===== config.mk =====
export PLATFORM = sky130hd
export DESIGN_NAME = char_lcd_nibble_expander_sequencer
export DESIGN_NICKNAME = d
export VERILOG_FILES = /design/src/lcdnx_pkg.sv /design/src/lcdnx_decode.sv /design/src/lcdnx_emit.sv /design/src/char_lcd_nibble_expander_sequencer.sv
export SDC_FILE = /design/constraint.sdc
export NUM_CORES = 1
export LEC_CHECK = 0
export BUFFER_PORTS_ARGS = -buffer_cell sky130_fd_sc_hd__buf_2
export CAP_MARGIN = 20
export CORE_ASPECT_RATIO = 1.2
export CORE_MARGIN = 8
export CORE_UTILIZATION = 27
export DETAILED_ROUTE_END_ITERATION = 8
export PLACE_DENSITY_LB_ADDON = 0.12
export SYNTH_ARGS = -nofsm -noshare
export SYNTH_HDL_FRONTEND = slang
export SYNTH_SLANG_ARGS = --single-unit
export TNS_END_PERCENT = 30

===== constraint.sdc =====
create_clock -name clk -period 3.6 [get_ports clk]
set_input_delay 0.18 -clock clk [delete_from_list [all_inputs] [get_ports clk]]
set_output_delay 0.18 -clock clk [all_outputs]
set_load 0.01 [all_outputs]

===== src/lcdnx_pkg.sv =====
// ----------------------------------------------------------------------------
// lcdnx_pkg
// Types and constants shared by the character LCD expander sequencer.
// ----------------------------------------------------------------------------
`default_nettype none

package lcdnx_pkg;

    // Cursor and geometry
    localparam int CUR_W             = 6;
    localparam int CMP_W             = 7;
    localparam int LINE_LENGTH_DEF   = 16;
    localparam int SCREEN_CELLS_DEF  = 32;

    // Display operation codes
    localparam logic [2:0] OP_CMD    = 3'd0;
    localparam logic [2:0] OP_PRINT  = 3'd1;
    localparam logic [2:0] OP_CURSOR = 3'd2;
    localparam logic [2:0] OP_HOME   = 3'd3;
    localparam logic [2:0] OP_INIT   = 3'd4;

    // LCD command bytes
    localparam logic [7:0] CMD_LINE2_ADDR = 8'hC0;
    localparam logic [7:0] CMD_HOME       = 8'h02;

    // Nibble index where a two-byte, a single-byte and a lone-nibble job start
    localparam logic [1:0] NIB_FIRST  = 2'd0;
    localparam logic [1:0] NIB_BYTE_B = 2'd2;
    localparam logic [1:0] NIB_LAST   = 2'd3;

    // Three transfers per nibble
    typedef enum logic [1:0] {
        PH_SETUP  = 2'd0,
        PH_STROBE = 2'd1,
        PH_HOLD   = 2'd2
    } phase_t;

    // Decoded job: up to two LCD bytes, walked from start_nib to nibble 3
    typedef struct packed {
        logic [7:0] byte_a;
        logic       rs_a;
        logic [7:0] byte_b;
        logic       rs_b;
        logic [1:0] start_nib;
    } job_t;

endpackage

`default_nettype wire


===== src/lcdnx_decode.sv =====
// ----------------------------------------------------------------------------
// lcdnx_decode
// Decodes an operation into an LCD byte job and tracks the cursor state.
// ----------------------------------------------------------------------------
`default_nettype none

module lcdnx_decode
    import lcdnx_pkg::*;
#(
    parameter int LINE_LENGTH  = LINE_LENGTH_DEF,
    parameter int SCREEN_CELLS = SCREEN_CELLS_DEF
)
(
    input  wire logic       clk,
    input  wire logic       rst_n,
    input  wire logic       accept,
    input  wire logic [2:0] op,
    input  wire logic [7:0] data_byte,
    input  wire logic       row,
    input  wire logic [3:0] col,
    output job_t            job,
    output logic            job_load
);

    logic [CUR_W-1:0] cursor_reg;
    logic [CUR_W-1:0] cursor_next;
    logic             wrap_set_reg;
    logic             wrap_set_next;
    logic [CUR_W-1:0] set_pos;
    logic             off_screen;
    logic             need_wrap;
    logic             has_results;

    assign set_pos    = CUR_W'(col) + (row ? CUR_W'(LINE_LENGTH) : CUR_W'(0));
    assign off_screen = {1'b0, cursor_reg} >= CMP_W'(SCREEN_CELLS);
    assign need_wrap  = (cursor_reg == CUR_W'(LINE_LENGTH)) && !wrap_set_reg;

    // Build the job and the next cursor state
    always_comb
    begin
        job.byte_a    = CMD_LINE2_ADDR;
        job.rs_a      = 1'b0;
        job.byte_b    = data_byte;
        job.rs_b      = 1'b0;
        job.start_nib = NIB_BYTE_B;
        has_results   = 1'b1;
        cursor_next   = cursor_reg;
        wrap_set_next = wrap_set_reg;
        case (op)
            OP_CMD:
            begin
                job.byte_b = data_byte;
            end
            OP_PRINT:
            begin
                job.rs_b = 1'b1;
                if (off_screen)
                begin
                    has_results = 1'b0;
                end
                else
                begin
                    if (need_wrap)
                    begin
                        job.start_nib = NIB_FIRST;
                    end
                    cursor_next   = cursor_reg + CUR_W'(1);
                    wrap_set_next = 1'b0;
                end
            end
            OP_CURSOR:
            begin
                job.byte_b    = {1'b1, row, 2'b00, col};
                cursor_next   = set_pos;
                wrap_set_next = (set_pos == CUR_W'(LINE_LENGTH));
            end
            OP_HOME:
            begin
                job.byte_b    = CMD_HOME;
                cursor_next   = '0;
                wrap_set_next = 1'b0;
            end
            OP_INIT:
            begin
                // Lone nibble goes out as the low half of byte B
                job.byte_b    = {4'h0, data_byte[7:4]};
                job.start_nib = NIB_LAST;
            end
            default:
            begin
                has_results = 1'b0;
            end
        endcase
    end

    assign job_load = accept && has_results;

    // Hold cursor state, update it on each accepted operation
    always_ff @(posedge clk or negedge rst_n)
    begin
        if (!rst_n)
        begin
            cursor_reg   <= '0;
            wrap_set_reg <= 1'b0;
        end
        else if (accept)
        begin
            cursor_reg   <= cursor_next;
            wrap_set_reg <= wrap_set_next;
        end
    end

endmodule

`default_nettype wire


===== src/lcdnx_emit.sv =====
// ----------------------------------------------------------------------------
// lcdnx_emit
// Walks a job nibble by nibble and drives the registered expander byte stream.
// ----------------------------------------------------------------------------
`default_nettype none

module lcdnx_emit
    import lcdnx_pkg::*;
(
    input  wire logic       clk,
    input  wire logic       rst_n,
    input  wire job_t       job,
    input  wire logic       job_load,
    input  wire logic       backlight,
    output logic            take_ok,
    output logic            m_tvalid,
    input  wire logic       m_tready,
    output logic [7:0]      m_tdata,   // [7:0] expander_byte
    output logic            m_tlast
);

    job_t       job_reg;
    logic       job_valid_reg;
    logic       job_valid_next;
    logic [1:0] nib_reg;
    logic [1:0] nib_next;
    phase_t     phase_reg;
    phase_t     phase_next;
    logic       m_valid_reg;
    logic [7:0] m_data_reg;
    logic       m_last_reg;

    logic       out_free;
    logic       advance;
    logic       job_last;
    logic [3:0] nibble;
    logic       rs;
    logic [7:0] byte_out;

    assign out_free = !m_valid_reg || m_tready;
    assign advance  = job_valid_reg && out_free;
    assign job_last = (nib_reg == NIB_LAST) && (phase_reg == PH_HOLD);
    assign take_ok  = !job_valid_reg || (advance && job_last);

    // Select the current nibble and its register-select bit
    always_comb
    begin
        case (nib_reg)
            2'd0:    nibble = job_reg.byte_a[7:4];
            2'd1:    nibble = job_reg.byte_a[3:0];
            2'd2:    nibble = job_reg.byte_b[7:4];
            default: nibble = job_reg.byte_b[3:0];
        endcase
        rs       = nib_reg[1] ? job_reg.rs_b : job_reg.rs_a;
        byte_out = {nibble, backlight, (phase_reg == PH_STROBE), 1'b0, rs};
    end

    // Step through setup, strobe and hold for each nibble
    always_comb
    begin
        job_valid_next = job_valid_reg;
        nib_next       = nib_reg;
        phase_next     = phase_reg;
        if (advance)
        begin
            case (phase_reg)
                PH_SETUP:  phase_next = PH_STROBE;
                PH_STROBE: phase_next = PH_HOLD;
                default:
                begin
                    phase_next = PH_SETUP;
                    nib_next   = nib_reg + 2'd1;
                end
            endcase
            if (job_last)
            begin
                job_valid_next = 1'b0;
            end
        end
        if (job_load)
        begin
            job_valid_next = 1'b1;
            nib_next       = job.start_nib;
            phase_next     = PH_SETUP;
        end
    end

    // Hold sequencer control state
    always_ff @(posedge clk or negedge rst_n)
    begin
        if (!rst_n)
        begin
            job_valid_reg <= 1'b0;
            nib_reg       <= NIB_FIRST;
            phase_reg     <= PH_SETUP;
            m_valid_reg   <= 1'b0;
        end
        else
        begin
            job_valid_reg <= job_valid_next;
            nib_reg       <= nib_next;
            phase_reg     <= phase_next;
            if (out_free)
            begin
                m_valid_reg <= advance;
            end
        end
    end

    // Load job and output payload
    always_ff @(posedge clk)
    begin
        if (job_load)
        begin
            job_reg <= job;
        end
        if (advance)
        begin
            m_data_reg <= byte_out;
            m_last_reg <= job_last;
        end
    end

    assign m_tvalid = m_valid_reg;
    assign m_tdata  = m_data_reg;
    assign m_tlast  = m_last_reg;

endmodule

`default_nettype wire


===== src/char_lcd_nibble_expander_sequencer.sv =====
// ----------------------------------------------------------------------------
// char_lcd_nibble_expander_sequencer
// Display operations in, HD44780 4-bit expander byte stream out.
// ----------------------------------------------------------------------------
// Each accepted operation produces 3 (init nibble), 6 (command, character, set
// cursor, home) or 12 (character with the second-line address first) expander
// bytes, one per cycle while the output is taken; tlast marks the final byte.
// The rate is set by the single nibble sequencer feeding the output register:
// an item occupies it until its final byte has been issued, and the next item
// is taken in the cycle the final byte moves into the output register.
// Dropped characters and undefined operations are accepted and emit nothing.
// The backlight register may be written only while the stream is idle.
// ----------------------------------------------------------------------------
`default_nettype none

module char_lcd_nibble_expander_sequencer
    import lcdnx_pkg::*;
#(
    parameter int LINE_LENGTH  = LINE_LENGTH_DEF,
    parameter int SCREEN_CELLS = SCREEN_CELLS_DEF
)
(
    input  wire logic        clk,
    input  wire logic        rst_n,
    input  wire logic        cfg_valid,
    output logic             cfg_ready,
    input  wire logic        cfg_data,    // [0] backlight_on
    input  wire logic        s_tvalid,
    output logic             s_tready,
    input  wire logic [15:0] s_tdata,     // [7:0] data_byte, [8] row, [12:9] col,
                                          // [15:13] zero
    input  wire logic [2:0]  s_tuser,     // [2:0] op
    output logic             m_tvalid,
    input  wire logic        m_tready,
    output logic [7:0]       m_tdata,     // [7:0] expander_byte
    output logic             m_tlast
);

    logic backlight_reg;
    logic accept;
    job_t job;
    logic job_load;

    assign cfg_ready = 1'b1;
    assign accept    = s_tvalid && s_tready;

    // Hold backlight setting
    always_ff @(posedge clk or negedge rst_n)
    begin
        if (!rst_n)
        begin
            backlight_reg <= 1'b0;
        end
        else if (cfg_valid)
        begin
            backlight_reg <= cfg_data;
        end
    end

    lcdnx_decode #(
        .LINE_LENGTH  (LINE_LENGTH),
        .SCREEN_CELLS (SCREEN_CELLS)
    ) u_decode (
        .clk       (clk),
        .rst_n     (rst_n),
        .accept    (accept),
        .op        (s_tuser),
        .data_byte (s_tdata[7:0]),
        .row       (s_tdata[8]),
        .col       (s_tdata[12:9]),
        .job       (job),
        .job_load  (job_load)
    );

    lcdnx_emit u_emit (
        .clk       (clk),
        .rst_n     (rst_n),
        .job       (job),
        .job_load  (job_load),
        .backlight (backlight_reg),
        .take_ok   (s_tready),
        .m_tvalid  (m_tvalid),
        .m_tready  (m_tready),
        .m_tdata   (m_tdata),
        .m_tlast   (m_tlast)
    );

endmodule

`default_nettype wire


* Word level (Yosys, flattened, before mapping)
Index checks and enable logic that the tools add are counted.
** Word-level totals
- Flip-flop bits (word level) :: 31
- Word-level logic and storage cells :: 73
** Operators by class
- Add/sub/neg operators :: 3
- Order comparisons :: 1
- Eq/ne operators :: 13
- Mux-type cells :: 22
- Reduce and logical (&&, ||, !) cells :: 22
** Operator list (number)
- $pmux W8 S3 :: 1
- $pmux W6 S3 :: 1
- $mux W2 :: 7
- $eq A6 B5 Y1 const B :: 2
- $pmux W4 S3 :: 1
- $pmux W2 S2 :: 2
- $add A4 B6 Y6 :: 1
- $add A6 B1 Y6 const B :: 1
- $eq A2 B2 Y1 const B :: 3
- $eq A3 B2 Y1 const B :: 2
- $ge A6 B6 Y1 const B :: 1
- $logic_and A1 B1 Y1 :: 6
- $mux W1 :: 6
- $mux W6 :: 1
- $mux W5 :: 1
- $eq A2 B1 Y1 const B :: 2
- $logic_not A2 Y1 :: 2
- $reduce_and A2 Y1 :: 2
- $reduce_bool A2 Y1 :: 2
- $reduce_or A4 Y1 :: 1
- $eq A3 B1 Y1 const B :: 1
- $eq A3 B3 Y1 const B :: 1
- $logic_not A1 Y1 :: 3
- $logic_not A3 Y1 :: 1
- other kinds (9) :: 10

* Longest topological paths before layout
- Depth after elaboration :: 9
- Depth in mapped cells :: 6

* Hierarchy
Synthesis repeated with hierarchy kept, for this count alone.
** Second synthesis, totals
- Cell total of the unflattened synthesis :: 182
- Area total of the unflattened synthesis :: 2128.3 sq um
** Modules (own cells, without submodules)
- lcdnx_emit :: times used 1, cells an instance 79, area each 1256.2 sq um
- lcdnx_decode :: times used 1, cells an instance 98, area each 814.5 sq um
- char_lcd_nibble_expander_sequencer :: times used 1, cells an instance 5, area each 57.6 sq um

* Worst setup path before layout
No wires, ideal clock.
- Path kind :: register -> register
- Start :: register u_emit.nib_reg[1]
- End :: register u_emit.nib_reg[1]
- Setup time :: 0.125 ns
- Arrival :: 1.542 ns
- Data required time :: 3.475 ns
- Setup slack :: 1.933 ns
- Stages on the path, launching flop included :: 6
- Clock period less this slack :: 1.667 ns
- Cell sequence :: dfrtp_1 -> ha_1 -> and3b_2 -> a31oi_4 -> nor2_2 -> mux2_4
** On the way
- Word-level cells in the longest chain between the ends :: 8
- Elaborated cells between the ends (all ways) :: 13
- Those cells by class :: add/sub: 1; eq/ne: 2; mux: 3; reduce/logical: 7
** RTL lines
- start: declaration :: line lcdnx_emit.sv:25 : logic [1:0] nib_reg;
- start signal: assignment :: line lcdnx_emit.sv:101 : nib_reg <= nib_next;
- $eq A2 B2 Y1 (*) :: line lcdnx_emit.sv:42 : assign job_last = (nib_reg == NIB_LAST) && (phase_reg == PH_HOLD);
- $logic_and A1 B1 Y1 (*) :: line lcdnx_emit.sv:42
- via u_emit.job_last :: line lcdnx_emit.sv:35 : logic job_last;
- $logic_and A1 B1 Y1 (*) :: line lcdnx_emit.sv:43 : assign take_ok = !job_valid_reg || (advance && job_last);
- $logic_or A1 B1 Y1 (*) :: line lcdnx_emit.sv:43
- $logic_and A1 B1 Y1 (*) :: line char_lcd_nibble_expander_sequencer.sv:45 : assign accept = s_tvalid && s_tready;
- $logic_and A1 B1 Y1 (*) :: line lcdnx_decode.sv:96 : assign job_load = accept && has_results;
- via job_load :: line char_lcd_nibble_expander_sequencer.sv:42 : logic job_load;
- $ne A2 B1 Y1 (no line) / $reduce_bool A2 Y1 (equally long branches)
- $reduce_and A2 Y1 (no line)
Mark *: on every way through the listed nets, which the timed path passes. The rest lies on a longest branch. The select of a mux whose other input is x is not followed.
A chain may end at the register's enable or synchronous reset.

* Final worst setup path
Same ends and word-level chain as after synthesis.

==> flow_summary.json <==
{
  "diodes": 0,
  "synth_edf_count": 17,
  "yosys-top-cells-area": "edfxtp_1 30%, dfrtp_1 21%, ha_1 4.5%",
  "rows": 31,
  "layout-drive-gt1-share_pct": 24.4,
  "yosysTopAreaCellShare_pct": 30.3,
  "core_area_um2": 6050,
  "ios": 37,
  "ir_drop_uv": 252,
  "fillers": 641,
  "final-setup-viol-count": 0,
  "drc": 0,
  "wl_met2_um": 2040,
  "avgSynthCellArea_um2": 10.5,
  "grtUsageTotal_pct": 8.82,
  "p_leak_nw": 0.804,
  "cts.htree.levels": 2,
  "synthCells": 160,
  "cpMaxStageDelayCell": "nor2_2",
  "drt-vias-per-instance": 4.66,
  "timing.slew.headroom_pct": 47.1,
  "place_ws_ps": 1600,
  "ys_async_sr_fraction_pct": 45.2,
  "clkLatencyLatePin_ps": 280,
  "grt_max_degree": 15,
  "drtAntennaViolNets": 0,
  "max_cap_violations": 0,
  "layout_commonest_cell": "buf_2",
  "end_kind": "flop",
  "clockRootBuffer": "clkbuf_8",
  "cts_made_buffers": 5,
  "worstMarginPinSlew_ps": 792,
  "grt_pass1_vias": 1308,
  "hold_path_class": "primary input to flop",
  "numClockSinks": 31,
  "wl_per_cell_um": 14.0,
  "place.gp.congestion": 0.804,
  "critPathMaxStageDelay_ps": 520,
  "die_h_um": 103,
  "yosysTopAreaCell": "edfxtp_1",
  "antenna_found_initial": 0,
  "worstPathRequired_ps": 3770,
  "drt-pass1-iter-count": 4,
  "cts_resized": 0,
  "path_class": "flop to flop",
  "area_growth_syn_to_layout_pct": 19.4,
  "power_density_nw_per_um2": 650,
  "dp_hpwl_um": 2950,
  "ys_warn_count": 0,
  "wl_met1_um": 1520,
  "synth.distinct_cells": 44,
  "io_buffers": 31,
  "final_cell_mix": "31 x buf_2, 17 x nand2_1, 17 x edfxtp_1",
  "wl_um": 3860,
  "initial_core_util_pct": 27.9,
  "syn_nets": 191,
  "fin_worst_skew_ps": 4.68,
  "critPathTopFamily": "simple AND/OR/NAND/NOR gates",
  "tritoncts": "built",
  "fp.dieArea_um2": 9040,
  "num_vias": 1282,
  "crit_fanout": 13,
  "wl_met3_um": 245,
  "syn_area_um2": 1690,
  "path_buf_inv": 0,
  "first_iter_violations": 49,
  "finalWorstSetupSlack_ps": 1620,
  "cts.clk_slew.worst_paths_ps": 70,
  "fin_crit_sh_pct": 55.0,
  "grt_pass1_wl_um": 6020,
  "overflow": 0,
  "clk_path_buf_depth": 2,
  "rrSetupSlack_ps": 1620,
  "ys_seq_elements": 31,
  "status": "complete, no violations",
  "rsz0062_at_grt": "no",
  "synth-seq-area-share_pct": 51.1,
  "post-layout-total-power_w": 0.00131,
  "timing.final.crit_period_ps": 1980,
  "largest_register_ffs": 9,
  "final_nets": 223,
  "cp-start-kind": "flop",
  "setup_tns_ps": 0,
  "slew_viol_final": 0,
  "top_layer": "met4",
  "final-hold-violation-count": 0,
  "cp.arrival_ps": 2150,
  "die_w_um": 88.1,
  "ys.flop_type": "edfxtp_1",
  "max_freq_mhz": 505,
  "crit_chain": "ha_1 > and3b_2 > a31oi_4 > nor2_2 > mux2_4"
}
==> power by group <==
group	switching, W	internal [W]	leakage [nW]
Clock	0.000131	0.000202	0.0556
Sequential	0.0000678	0.000507	0.330
Combinational	0.000231	0.000167	0.419
Total	0.000430	0.000877	0.804
==> worst reg2reg max path, cell delays in order, from the launching register on <==
cell     delay [ps]
dfrtp_1         400
ha_1            170
and3b_2         240
a31oi_4         190
nor2_2          530
mux2_4          350
==> layout make-up <==
type | instances | area [µm²] | area share (%)
flip-flops and latches | 31 | 861 | 42.8
clock inverters | 3 | 38.8 | 1.93
well taps | 82 | 103 | 5.10
multi-input cells | 113 | 742 | 36.9
repair buffers | 32 | 165 | 8.21
inverters | 9 | 33.8 | 1.68
clock buffers | 5 | 68.8 | 3.42
==> through the flow <==
stage	hold WS (ps)	utilization (%)	area (µm²)	instances
after floorplan	-116	-	1690	160
after global placement	110	31.3	1890	266
after detailed placement	118	31.3	1890	266
after CTS	129	33.3	2010	275
after global routing	136	33.3	2010	275
final	135	33.3	2010	275
==> worst paths after layout <==
kind / startpoint / end / cells past startpoint
max in group asynchronous: rst_n / u_emit.nib_reg[0] / 2
min in group asynchronous: rst_n / u_decode.cursor_reg[0] / 2
worst max register to register: u_emit.nib_reg[1] / u_emit.nib_reg[1] / 5
worst min register to register: backlight_reg / u_emit.m_tdata[3] / 0
worst max-delay path: u_emit.nib_reg[1] / u_emit.nib_reg[1] / 5
worst min-delay path: cfg_data / backlight_reg / 2
==> timing repair <==
item | 4_1_cts | 5_1_grt
endpoints found under the setup margin | 0 | 0
hold endpoints to repair | 14 | 0
hold buffers | 1 | 0
setup buffers | 0 | 0
==> Yosys cell counts (all sizes together), types with 4 or more instances <==
library cell,count
nand2b,5
nor2,7
edfxtp,17
nand2,17
o31ai,4
o21ai,14
a21oi,9
dfrtp,14
nor2b,8
inv,9
ha,6
buf,7
o2bb2ai,4
==> layer usage <==
metal  global-route usage [%]  vias to the layer above
met3                     3.51                        4
met1                     8.23                      596
met2                     16.4                       41
li1                         -                      641
met4                     4.04                        0
met5                        0                        -
==> kinds of logic (layout without fill, tap and decap cells) <==
group	count (synthesis)	in the layout	share of synthesized area, %
mux	2	2	1.56
other cells	2	2	0.446
buf+inv	16	49	4.90
flops	31	31	51.1
simple gates	57	57	18.7
compound gates	46	46	18.9
fa+ha+maj	6	6	4.45
(Power assumes the default switching activity.)
